`src/rtl/task_slot_round_robin_core_assert.svh`:
```
// Assertion macros shared by the task slot scheduler RTL.
// Included by the controller and datapath modules; no other dependencies.
`ifndef TASK_SLOT_ROUND_ROBIN_CORE_ASSERT_SVH
`define TASK_SLOT_ROUND_ROBIN_CORE_ASSERT_SVH

`ifndef SYNTH
`define TSRR_ASSERT(lbl, clk, rst_n, prop) \
	lbl: assert property (@(posedge clk) disable iff (!rst_n) (prop)) \
		else $error("assertion failed");
`define TSRR_NEVER(lbl, clk, rst_n, expr) \
	lbl: assert property (@(posedge clk) disable iff (!rst_n) !(expr)) \
		else $error("forbidden condition seen");
`else
`define TSRR_ASSERT(lbl, clk, rst_n, prop)
`define TSRR_NEVER(lbl, clk, rst_n, expr)
`endif

`endif

```
`src/rtl/tsrr_pkg.sv`:
```
// Shared types and constants for the round-robin task slot scheduler.
// Used by the controller, the datapath and the top level; no dependencies.
`timescale 1ns / 1ps

package tsrr_pkg;

	localparam int SlotsDef = 32;
	localparam int FuncW    = 2;
	localparam int KillW    = 6;
	localparam int StatusW  = 2;
	localparam int SlotW    = 5;
	localparam int LiveW    = 6;
	localparam int InDataW  = 8;
	localparam int OutDataW = 16;

	localparam logic [FuncW-1:0] FUNC_REG   = 2'd0;
	localparam logic [FuncW-1:0] FUNC_KILL  = 2'd1;
	localparam logic [FuncW-1:0] FUNC_SCHED = 2'd2;

	localparam logic [StatusW-1:0] ST_OK    = 2'd0;
	localparam logic [StatusW-1:0] ST_FULL  = 2'd1;
	localparam logic [StatusW-1:0] ST_RANGE = 2'd2;
	localparam logic [StatusW-1:0] ST_NONE  = 2'd3;

	typedef struct packed {
		logic load;
		logic step;
		logic finish;
	} tsrr_cmd_t;

	typedef struct packed {
		logic scan_req;
		logic hit;
		logic last;
		logic out_free;
	} tsrr_stat_t;

endpackage

```
`src/rtl/tsrr_ctrl.sv`:
```
// Sequencer for the task slot scheduler: accept, slot scan, result write.
// Depends on tsrr_pkg and the shared assertion macro header.
`timescale 1ns / 1ps
`include "task_slot_round_robin_core_assert.svh"

module tsrr_ctrl
	import tsrr_pkg::*;
(
	input  logic       clk,
	input  logic       arst_n,
	input  logic       in_valid,
	output logic       in_ready,
	input  tsrr_stat_t st,
	output tsrr_cmd_t  cmd
);

	typedef enum logic [1:0] {
		S_IDLE,
		S_SCAN,
		S_FINISH
	} state_t;

	state_t state_q;

	always_ff @(posedge clk or negedge arst_n) begin
		if (!arst_n) begin
			state_q <= S_IDLE;
		end else begin
			case (state_q)
				S_IDLE: begin
					if (in_valid) begin
						state_q <= st.scan_req ? S_SCAN : S_FINISH;
					end
				end
				S_SCAN: begin
					if (st.hit || st.last) begin
						state_q <= S_FINISH;
					end
				end
				S_FINISH: begin
					if (st.out_free) begin
						state_q <= S_IDLE;
					end
				end
				default: state_q <= S_IDLE;
			endcase
		end
	end

	always_comb begin
		in_ready   = (state_q == S_IDLE);
		cmd.load   = (state_q == S_IDLE) && in_valid;
		cmd.step   = (state_q == S_SCAN);
		cmd.finish = (state_q == S_FINISH) && st.out_free;
	end

	`TSRR_ASSERT(a_scan_ends, clk, arst_n, (state_q == S_SCAN && st.last) |=> state_q != S_SCAN)
	`TSRR_ASSERT(a_direct_finish, clk, arst_n, (cmd.load && !st.scan_req) |=> state_q == S_FINISH)
	`TSRR_ASSERT(a_finish_free, clk, arst_n, cmd.finish |-> st.out_free)

endmodule

```
`src/rtl/tsrr_dp.sv`:
```
// Datapath of the task slot scheduler: slot table, scan pointer, result register.
// Depends on tsrr_pkg and the shared assertion macro header.
`timescale 1ns / 1ps
`include "task_slot_round_robin_core_assert.svh"

module tsrr_dp
	import tsrr_pkg::*;
#(
	parameter int SLOTS = SlotsDef
) (
	input  logic                clk,
	input  logic                arst_n,
	input  logic [FuncW-1:0]    func,
	input  logic [KillW-1:0]    kill_slot,
	input  tsrr_cmd_t           cmd,
	output tsrr_stat_t          st,
	output logic                out_valid,
	input  logic                out_ready,
	output logic [StatusW-1:0]  status,
	output logic [SlotW-1:0]    slot,
	output logic [LiveW-1:0]    live_tasks
);

	localparam int IW = (SLOTS > 1) ? $clog2(SLOTS) : 1;
	localparam int CW = $clog2(SLOTS + 1);
	localparam logic [IW-1:0] LastIdx = IW'(SLOTS - 1);
	localparam logic [CW-1:0] SlotsC  = CW'(SLOTS);

	logic [SLOTS-1:0]   active_q;
	logic [IW-1:0]      current_q;
	logic [CW-1:0]      live_q;
	logic [FuncW-1:0]   func_q;
	logic [KillW-1:0]   kill_q;
	logic [IW-1:0]      pos_q;
	logic [IW-1:0]      step_q;
	logic               found_q;
	logic               out_valid_q;
	logic [StatusW-1:0] status_q;
	logic [SlotW-1:0]   slot_q;
	logic [LiveW-1:0]   live_out_q;

	logic               want;
	logic               kill_in_range;
	logic [IW-1:0]      kill_idx;
	logic [IW-1:0]      sched_start;

	assign want          = (func_q == FUNC_SCHED);
	assign kill_in_range = ({1'b0, kill_q} < (KillW + 1)'(SLOTS));
	assign kill_idx      = kill_q[IW-1:0];
	assign sched_start   = (current_q == LastIdx) ? '0 : current_q + 1'b1;

	always_comb begin
		st.scan_req = (func == FUNC_SCHED) || ((func == FUNC_REG) && (live_q < SlotsC));
		st.hit      = (active_q[pos_q] == want);
		st.last     = (step_q == LastIdx);
		st.out_free = !out_valid_q || out_ready;
	end

	always_ff @(posedge clk) begin
		if (cmd.load) begin
			func_q <= func;
			kill_q <= kill_slot;
			step_q <= '0;
			pos_q  <= (func == FUNC_SCHED) ? sched_start : live_q[IW-1:0];
		end else if (cmd.step && !st.hit) begin
			step_q <= step_q + 1'b1;
			pos_q  <= (pos_q == LastIdx) ? '0 : pos_q + 1'b1;
		end
	end

	always_ff @(posedge clk or negedge arst_n) begin
		if (!arst_n) begin
			found_q <= 1'b0;
		end else if (cmd.load) begin
			found_q <= 1'b0;
		end else if (cmd.step && st.hit) begin
			found_q <= 1'b1;
		end
	end

	always_ff @(posedge clk or negedge arst_n) begin
		if (!arst_n) begin
			active_q    <= '0;
			current_q   <= LastIdx;
			live_q      <= '0;
			out_valid_q <= 1'b0;
		end else begin
			if (out_ready) begin
				out_valid_q <= 1'b0;
			end
			if (cmd.finish) begin
				out_valid_q <= 1'b1;
				case (func_q)
					FUNC_REG: begin
						if (found_q) begin
							active_q[pos_q] <= 1'b1;
							live_q          <= live_q + 1'b1;
						end
					end
					FUNC_KILL: begin
						if (kill_in_range && active_q[kill_idx]) begin
							active_q[kill_idx] <= 1'b0;
							if (live_q != '0) begin
								live_q <= live_q - 1'b1;
							end
						end
					end
					FUNC_SCHED: begin
						if (found_q) begin
							current_q <= pos_q;
						end
					end
					default: ;
				endcase
			end
		end
	end

	always_ff @(posedge clk) begin
		if (cmd.finish) begin
			status_q   <= ST_OK;
			slot_q     <= '0;
			live_out_q <= LiveW'(live_q);
			case (func_q)
				FUNC_REG: begin
					if (found_q) begin
						slot_q     <= SlotW'(pos_q);
						live_out_q <= LiveW'(live_q + 1'b1);
					end else begin
						status_q <= ST_FULL;
					end
				end
				FUNC_KILL: begin
					if (kill_in_range) begin
						slot_q <= SlotW'(kill_idx);
						if (active_q[kill_idx] && live_q != '0) begin
							live_out_q <= LiveW'(live_q - 1'b1);
						end
					end else begin
						status_q <= ST_RANGE;
					end
				end
				FUNC_SCHED: begin
					if (found_q) begin
						slot_q <= SlotW'(pos_q);
					end else begin
						status_q <= ST_NONE;
					end
				end
				default: ;
			endcase
		end
	end

	assign out_valid  = out_valid_q;
	assign status     = status_q;
	assign slot       = slot_q;
	assign live_tasks = live_out_q;

	`TSRR_ASSERT(a_live_bound, clk, arst_n, live_q <= SlotsC)
	`TSRR_ASSERT(a_live_matches, clk, arst_n, $countones(active_q) == int'(live_q))
	`TSRR_ASSERT(a_current_bound, clk, arst_n, current_q <= LastIdx)

endmodule

```
`src/rtl/task_slot_round_robin_core.sv`:
```
// Top level of the round-robin task slot scheduler.
// Depends on tsrr_pkg, tsrr_ctrl and tsrr_dp.
`timescale 1ns / 1ps

// Each input transfer is one request (register, kill or schedule) and yields
// exactly one output transfer. Register and schedule requests scan the slot
// table one slot per cycle before the result write; a table-full register, a
// kill and an unused code skip the scan and go straight to the result write.
// The slot table lives in flip-flops and is clear right after reset, so no
// start-up pass is needed. A finished result waits in the output register while
// the next request is accepted.
module task_slot_round_robin_core
	import tsrr_pkg::*;
#(
	parameter int SLOTS = SlotsDef
) (
	input  logic                clk,
	input  logic                arst_n,
	input  logic                s_tvalid,
	output logic                s_tready,
	input  logic [InDataW-1:0]  s_tdata,   // func[1:0], kill_slot[7:2]
	output logic                m_tvalid,
	input  logic                m_tready,
	output logic [OutDataW-1:0] m_tdata    // status[1:0], slot[6:2], live_tasks[12:7], zero
);

	tsrr_cmd_t          cmd;
	tsrr_stat_t         st;
	logic [StatusW-1:0] status;
	logic [SlotW-1:0]   slot;
	logic [LiveW-1:0]   live_tasks;

	tsrr_ctrl u_ctrl (
		.clk      (clk),
		.arst_n   (arst_n),
		.in_valid (s_tvalid),
		.in_ready (s_tready),
		.st       (st),
		.cmd      (cmd)
	);

	tsrr_dp #(
		.SLOTS (SLOTS)
	) u_dp (
		.clk        (clk),
		.arst_n     (arst_n),
		.func       (s_tdata[FuncW-1:0]),
		.kill_slot  (s_tdata[FuncW+KillW-1:FuncW]),
		.cmd        (cmd),
		.st         (st),
		.out_valid  (m_tvalid),
		.out_ready  (m_tready),
		.status     (status),
		.slot       (slot),
		.live_tasks (live_tasks)
	);

	assign m_tdata = {3'b000, live_tasks, slot, status};

endmodule

```
`config.mk`:
```
export PLATFORM = sky130hd
export DESIGN_NAME = task_slot_round_robin_core
export DESIGN_NICKNAME = d
export VERILOG_FILES = /design/src/rtl/tsrr_pkg.sv /design/src/rtl/tsrr_ctrl.sv /design/src/rtl/tsrr_dp.sv /design/src/rtl/task_slot_round_robin_core.sv
export VERILOG_INCLUDE_DIRS = /design/src /design/src/rtl
export SDC_FILE = /design/constraint.sdc
export NUM_CORES = 1
export LEC_CHECK = 0
export BUFFER_PORTS_ARGS = -buffer_cell sky130_fd_sc_hd__buf_2
export CORE_MARGIN = 1.5
export CORE_UTILIZATION = 55
export CTS_BUF_LIST = sky130_fd_sc_hd__clkbuf_8
export DETAILED_ROUTE_END_ITERATION = 8
export PLACE_DENSITY = 0.73
export REMOVE_ABC_BUFFERS = 1
export SLEW_MARGIN = 0
export SYNTH_ARGS = -nofsm -noshare
export SYNTH_HDL_FRONTEND = slang
export SYNTH_SLANG_ARGS = --single-unit
```
`constraint.sdc`:
```
create_clock -name clk -period 5.1 [get_ports clk]
set_clock_uncertainty 0.05 [all_clocks]
set_input_delay 0.51 -clock clk [delete_from_list [all_inputs] [get_ports clk]]
set_output_delay 0.51 -clock clk [all_outputs]
set_load 0.03 [all_outputs]
```
==> results.yml, run 1 <==
global_routing:
  grt_start_max_net_pins: 48
  antenna_found_initial: 0
  groute.usage.overall: 0.2747
  overflow: 0
  wire_length_of_the_first_global_routing_pass_mm: 18.33
  grt_pass1_vias: 3557
clocking:
  cts_num_sinks: 78
  cts-htree-levels: 3
  cts.reportedPaths.clkPinSlew_ns: 0.10
  ctsLongestPathBuffers: 2
  cts_made_buffers: 9
  clock_tree.root_cell: "sky130_fd_sc_hd__clkbuf_8"
  insertion_delay_ns: 0.37
  post_cts_hold_fix_bufs: 0
  cts_tree: "yes"
  cts_repair_resize_count: 0
  cts_post_setup_buffers_inserted: 0
drt:
  detail-route-antenna-nets: 0
  initial_detailed_routing_violation_count: 329
  remaining_drc_errors: 0
  drt_first_pass_iters: 6
  detail_routed_via_count_per_cell: 6.494
  drt-wirelength-per-cell_microns: 19.87
  routed_wl_mm: 11.23
  num_vias: 3669
placed_design:
  dpl.hpwl_mm: 7.462
  io_buffers: 26
  preCtsSetupSlack_ns: 1.984
  place.gp.congestion: 0.9656
synth:
  ys_warn_count: 0
  postSynth.topFlopCell: "sky130_fd_sc_hd__dfrtp_1"
  yosys_reg_bits: 78
  synth.avg_cell_area_sq_um: 10.20
  synth_enable_flop_cells: 26
  share_of_flip_flops_with_an_asynchronous_set_or_reset: 0.6026
  seq_total_area_yosys: 0.4517
  synth_cell_type_count: 62
  synth.cell_area_sq_mm: 0.004568
  postSynthCellCount: 448
floorplan:
  top_level_ports: 30
  die_area_sq_mm: 0.008861
  floorplan.die.width_microns: 94.14
  initial_utilization: 0.5616
  floorplan_die_height_microns: 94.14
  core-area_sq_mm: 0.008134
  num_rows: 33
critical_path:
  worstPathRequired_ns: 5.11
  critical_path_s_slowest_cell: "sky130_fd_sc_hd__edfxtp_1"
  critPathCaptureType: "flop"
  critical_path.cell_chain: "mux4_1, a22oi_1, a21oi_1, a311oi_4, nand2_2, nand2_1"
  critical_path.max_stage_delay_ns: 0.82
  worst_ep_arrival_time_ns: 3.21
  timing.critical_path.from_type: "flop"
  crit_path_max_fanout: 14
  worst-setup-path-type: "reg2reg"
timing:
  final-max-slew-violation-count: 0
  rsz_0062_raised_after_global_routing: "no"
  maximum_frequency_from_static_timing_analysis_ghz: 0.3123
  worst_slew_slack_as_a_fraction_of_its_limit: 0.1982
  fin_tns_setup_ns: 0
  setup_viol_count_final: 0
  worst_hold_slack_ns: 0.1607
  fin_crit_sh: 0.6279
  timing_worst_slew_pin_value_ns: 1.198
  layout_min_cycle_time_ns: 3.202
  timing.final.hold_violations: 0
  setup_slack_ns: 1.898
power:
  sw_frac_of_total: 0.3783
  irDropWorstVdd_mv: 0.3048
  p_per_area_mw_per_mm2: 454.3
  clock_power_share: 0.255
  pwr-share-comb: 0.279
  p_int_uw: 1393
  power.switching_uw: 848.0
  power.leakage_uw: 0.002025
  sequential_share_of_power: 0.466
layout:
  insertedDiodeCount: 0
  layout_cells_sized_above_1: 0.1500
  finish.utilization: 0.6065
  layout.nets: 478
  layout_area_growth_over_synthesis_pct: 7.998
run:
  drv_cap: 0
status:
  status: "finished clean"
worst_hold_path:
  hold_class: "in2async"
[kinds of logic (layout without fill, tap and decap cells)]
group	count (synthesis)	count (layout)	synth area share
and+or+nand+nor	158	158	0.1810
adders and majority gates	11	11	0.03013
AOI/OAI and AO/OA	121	121	0.1657
muxes	24	24	0.1055
DFF	78	78	0.4517
buffers and inverters	43	53	0.04218
xor gates and xnor gates	12	12	0.02301
other	1	3	0.0008209
[cells in the final DEF (no fill, tap or decap), types with 9 or more instances in the layout]
master                     count
sky130_fd_sc_hd__nand3_1      15
sky130_fd_sc_hd__dfrtp_1      42
sky130_fd_sc_hd__edfxtp_1     26
sky130_fd_sc_hd__ha_1         11
sky130_fd_sc_hd__o21ai_0      49
sky130_fd_sc_hd__mux4_2        9
sky130_fd_sc_hd__nand2b_1      9
sky130_fd_sc_hd__buf_2        26
sky130_fd_sc_hd__nand2_1      54
sky130_fd_sc_hd__clkbuf_8      9
sky130_fd_sc_hd__a21oi_1      16
sky130_fd_sc_hd__inv_1        10
sky130_fd_sc_hd__o21ai_1      22
sky130_fd_sc_hd__nor2_1       21
[state kept, by name (all words and copies together) (netlist names)]
| signal | flops |
|---|---|
| u_dp.func_q | 2 |
| u_dp.found_q | 1 |
| u_ctrl.state_q | 2 |
| u_dp.kill_q | 6 |
| u_dp.pos_q | 5 |
| u_dp.live_q | 6 |
| u_dp.out_valid | 1 |
| u_dp.slot | 5 |
| u_dp.active_q | 32 |
| u_dp.current_q | 5 |
| u_dp.status | 2 |
| u_dp.live_tasks | 6 |
| u_dp.step_q | 5 |
[power groups by stage]
stage	clock network (uW)	logic [uW]	registers [uW]
floorplan	0	415	1020
global placement	0	591	1040
global route	598	692	1060
CTS	571	622	1030
detailed placement	0	614	1040
finish	571	626	1040
[path summary, 6_finish.rpt]
check,start,to,slack (ns),cells after the start
worst min register to register,u_dp.step_q[2]$_SDFFE_PP0P_,u_dp.step_q[2]$_SDFFE_PP0P_,0.44,1
worst min-delay path,arst_n,u_dp.live_q[4]$_DFFE_PN0P_,0.16,2
max in group asynchronous,arst_n,u_dp.active_q[10]$_DFFE_PN0P_,4.38,2
worst max-delay path,u_dp.pos_q[0]$_DFFE_PP_,u_dp.pos_q[2]$_DFFE_PP_,1.90,6
min in group clk,s_tdata[7],u_dp.kill_q[5]$_DFFE_PP_,0.26,1
worst max register to register,u_dp.pos_q[0]$_DFFE_PP_,u_dp.pos_q[2]$_DFFE_PP_,1.90,6
[routing by layer]
layer,wire [microns],track usage,share of wire
met5,0,0,0
met4,215,0.1057,0.019
met3,1015,0.05421,0.090
met2,5208,0.4167,0.46
met1,4785,0.3893,0.43
[layout make-up]
type | instances | area [sq um]
inverter | 10 | 37.54
fill | 683 | 3201
multi-input combinational | 329 | 2320
tap | 105 | 131.4
clock inverter | 7 | 120.1
clock buffer | 9 | 123.9
timing repair buffer | 27 | 137.6
sequential | 78 | 2063
[per-stage QoR]
stage          std cells  area, sq um  total power [uW]
2_1_floorplan        417         4420              1435
3_3_place_gp         549         4690              1632
3_5_place_dp         549         4690              1658
4_1_cts              565         4933              2225
5_1_grt              565         4933              2353
6_report             565         4933              2241
[synthesized netlist by cell type, types with 3 or more instances]
| cell | n | share of area |
|---|---|---|
| sky130_fd_sc_hd__inv_1 | 10 | 0.0082 |
| sky130_fd_sc_hd__a21oi_1 | 16 | 0.018 |
| sky130_fd_sc_hd__nand2_1 | 54 | 0.044 |
| sky130_fd_sc_hd__nor3b_1 | 3 | 0.0049 |
| sky130_fd_sc_hd__nor3_1 | 8 | 0.0088 |
| sky130_fd_sc_hd__and3b_1 | 4 | 0.0077 |
| sky130_fd_sc_hd__buf_4 | 3 | 0.0049 |
| sky130_fd_sc_hd__o21ai_0 | 49 | 0.054 |
| sky130_fd_sc_hd__nand3b_1 | 4 | 0.0066 |
| sky130_fd_sc_hd__mux2i_1 | 5 | 0.011 |
| sky130_fd_sc_hd__buf_2 | 4 | 0.0044 |
| sky130_fd_sc_hd__edfxtp_1 | 26 | 0.17 |
| sky130_fd_sc_hd__dfstp_2 | 5 | 0.029 |
| sky130_fd_sc_hd__nand3_1 | 15 | 0.016 |
| sky130_fd_sc_hd__mux4_1 | 7 | 0.040 |
| sky130_fd_sc_hd__dfrtp_1 | 42 | 0.23 |
| sky130_fd_sc_hd__o21ai_1 | 22 | 0.024 |
| sky130_fd_sc_hd__mux4_2 | 9 | 0.044 |
| sky130_fd_sc_hd__nand4b_1 | 4 | 0.0077 |
| sky130_fd_sc_hd__nor2_1 | 21 | 0.017 |
| sky130_fd_sc_hd__nand4_1 | 8 | 0.011 |
| sky130_fd_sc_hd__or3_1 | 6 | 0.0082 |
| sky130_fd_sc_hd__xnor2_1 | 4 | 0.0077 |
| sky130_fd_sc_hd__a22oi_1 | 4 | 0.0066 |
| sky130_fd_sc_hd__dfxtp_1 | 5 | 0.022 |
| sky130_fd_sc_hd__and3_1 | 6 | 0.0082 |
| sky130_fd_sc_hd__nor2b_1 | 7 | 0.0096 |
| sky130_fd_sc_hd__ha_1 | 11 | 0.030 |
| sky130_fd_sc_hd__xor2_1 | 8 | 0.015 |
| sky130_fd_sc_hd__nand2b_1 | 9 | 0.012 |
| sky130_fd_sc_hd__clkbuf_1 | 24 | 0.020 |
| sky130_fd_sc_hd__a32oi_1 | 4 | 0.0077 |
[worst max-delay path, delay by kind of cell, from the launching register on]
family | cells | cell delay [ns]
AOI/OAI and AO/OA | 3 | 0.99
DFF | 1 | 0.82
and+or+nand+nor | 2 | 0.36
muxes | 1 | 0.67
(Power assumes the default switching activity.)
==> run 2, diff against run 1 <==
==> constraint.sdc (replaced) <==
create_clock -name clk -period 3 [get_ports clk]
set_clock_uncertainty 0.05 [all_clocks]
set_input_delay 0.3 -clock clk [delete_from_list [all_inputs] [get_ports clk]]
set_output_delay 0.3 -clock clk [all_outputs]
set_load 0.03 [all_outputs]
==> run 2 against run 1 <==
Against the previous run: final area is 0.81% higher; register-to-register slack worse by 1.6 ns; combinational power is 81% higher; critical path depth stayed put; worst hold slack worse by 0.11 ns; count of clock-buffer cells in the layout stayed put; first-iteration DRC count is 3.0% higher; global-route usage is 0.49 points lower; critical path type unchanged; highest routed layer unchanged.
==> results.yml, run 2 (synthesis results as in run 1) <==
drt:
  initial_detailed_routing_violation_count: 339
  routed_wl_mm: 11.33
  detail_routed_via_count_per_cell: 6.437
  detail-route-antenna-nets: 0
  drt-wirelength-per-cell_microns: 19.56
  drt_first_pass_iters: 6
  num_vias: 3727
  remaining_drc_errors: 0
floorplan:
  die_area_sq_mm: 0.008861
  floorplan_die_height_microns: 94.14
  top_level_ports: 30
  initial_utilization: 0.5616
  num_rows: 33
  core-area_sq_mm: 0.008134
  floorplan.die.width_microns: 94.14
power:
  irDropWorstVdd_mv: 0.3216
  fin_total_pwr_uw: 3617
  power.leakage_uw: 0.002068
  p_int_uw: 2160
  clock_power_share: 0.206
  sw_frac_of_total: 0.4030
  p_per_area_mw_per_mm2: 727.3
  pwr-share-comb: 0.314
  power.switching_uw: 1458
  sequential_share_of_power: 0.480
timing:
  timing.final.hold_violations: 0
  setup_viol_count_final: 0
  worst_slew_slack_as_a_fraction_of_its_limit: 0.2542
  timing_worst_slew_pin_value_ns: 1.119
  maximum_frequency_from_static_timing_analysis_ghz: 0.3684
  rsz_0062_raised_after_global_routing: "no"
  final-max-slew-violation-count: 0
  worst_hold_slack_ns: 0.05203
  fin_tns_setup_ns: 0
  fin_crit_sh: 0.9049
  layout_min_cycle_time_ns: 2.715
critical_path:
  critPathCaptureType: "flop"
  worst_ep_arrival_time_ns: 2.73
  crit_path_max_fanout: 10
  worstPathRequired_ns: 3.02
  worst-setup-path-type: "reg2reg"
  timing.critical_path.from_type: "flop"
global_routing:
  wire_length_of_the_first_global_routing_pass_mm: 18.02
  antenna_found_initial: 0
  global_route.peak_usage_layer: "met2"
  overflow: 0
  grt_pass1_vias: 3501
  globalRouteMet2Util: 0.4094
  grt_use_met1: 0.3718
  use_met3: 0.06877
  grt_start_max_net_pins: 48
  groute.usage.overall: 0.2698
layout:
  largest_register_ffs: 32
  layout_commonest_cell: "sky130_fd_sc_hd__nand2_1"
  num-fill-cells: 651
  most_flops_register: "u_dp.active_q"
  post_layout_nonfiller_instances: 579
  layout.cells.most_common_list: "54 x sky130_fd_sc_hd__nand2_1, 49 x sky130_fd_sc_hd__o21ai_0, 42 x sky130_fd_sc_hd__dfrtp_1"
  insertedDiodeCount: 0
  sequential_cell_area_sq_mm: 0.002063
  layout_area_growth_over_synthesis_pct: 8.874
  multi_input_area_sq_mm: 0.002320
  finish.utilization: 0.6114
  layout_cells_sized_above_1: 0.1751
  layout.nets: 492
clocking:
  ctsLongestPathBuffers: 2
  cts_post_setup_buffers_inserted: 0
  post_cts_hold_fix_bufs: 0
  cts-htree-levels: 3
  cts_tree: "yes"
  cts_num_sinks: 78
  cts_made_buffers: 9
  clock_tree.root_cell: "sky130_fd_sc_hd__clkbuf_8"
  insertion_delay_ns: 0.37
  cts_repair_resize_count: 0
  cts.reportedPaths.clkPinSlew_ns: 0.09
placed_design:
  dpl.hpwl_mm: 7.684
  io_buffers: 26
  numPlacedInstances: 563
  place.gp.congestion: 0.9191
run:
  drv_cap: 0
status:
  status: "finished clean"
worst_hold_path:
  hold_class: "in2reg"
## run 2: cell count changes in the layout (fill, tap and decap cells not counted), sizes merged
cell | before | now
bufinv | 3 | 0
clkinv | 2 | 3
inv | 11 | 14
buf | 27 | 41
clkinvlp | 1 | 0
## run 2: area by class of cell
class / count / share of cell area
Timing Repair Buffer: 41 / 0.04881
Tap cell: 105 / 0.02642
Clock inverter: 7 / 0.01107
Sequential cell: 78 / 0.4148
Inverter: 10 / 0.007547
Multi-Input combinational cell: 329 / 0.4664
Clock buffer: 9 / 0.02491
## run 2: critical path, cell delays in order, from the launching register on
cell	delay [ns]
sky130_fd_sc_hd__edfxtp_1	0.69
sky130_fd_sc_hd__mux4_1	0.64
sky130_fd_sc_hd__a22oi_1	0.27
sky130_fd_sc_hd__a21oi_1	0.16
sky130_fd_sc_hd__a311oi_4	0.30
sky130_fd_sc_hd__nand2_2	0.11
sky130_fd_sc_hd__nand2_1	0.20
## run 2: final timing paths
kind | start | to | slack [ns] | cells past startpoint
worst max-delay path | u_dp.pos_q[0]$_DFFE_PP_ | u_dp.pos_q[1]$_DFFE_PP_ | 0.29 | 6
worst min-delay path | s_tdata[4] | u_dp.kill_q[2]$_DFFE_PP_ | 0.05 | 1
worst max register to register | u_dp.pos_q[0]$_DFFE_PP_ | u_dp.pos_q[1]$_DFFE_PP_ | 0.29 | 6
worst min register to register | u_dp.step_q[4]$_SDFFE_PP0P_ | u_dp.step_q[4]$_SDFFE_PP0P_ | 0.46 | 2
max in group asynchronous | arst_n | u_dp.active_q[25]$_DFFE_PN0P_ | 2.11 | 1
min in group asynchronous | arst_n | u_dp.live_q[0]$_DFFE_PN0P_ | 0.09 | 1
## run 2: metal layers
layer | wire [microns] | vias up | part of all wire
met4 | 264 | 0 | 0.023
met1 | 4873 | 1787 | 0.43
li1 | - | 1699 | -
met2 | 5166 | 205 | 0.46
met5 | 0 | - | 0
met3 | 1023 | 36 | 0.090
## run 2: per-stage QoR
stage,worst slack [ns],area (sq um)
floorplan,0.3631,4420
global placement,0.3825,4795
detailed placement,0.3289,4795
CTS,0.2960,4974
global route,0.1280,4974
finish,0.2854,4974
## run 2: power groups by stage
stage	Sequential (uW)	Clock, uW	Combinational, uW
2_1_floorplan	1730	0	706
3_3_place_gp	1720	0	1090
3_5_place_dp	1730	0	1120
4_1_cts	1720	743	1130
5_1_grt	1760	800	1250
6_report	1740	745	1130
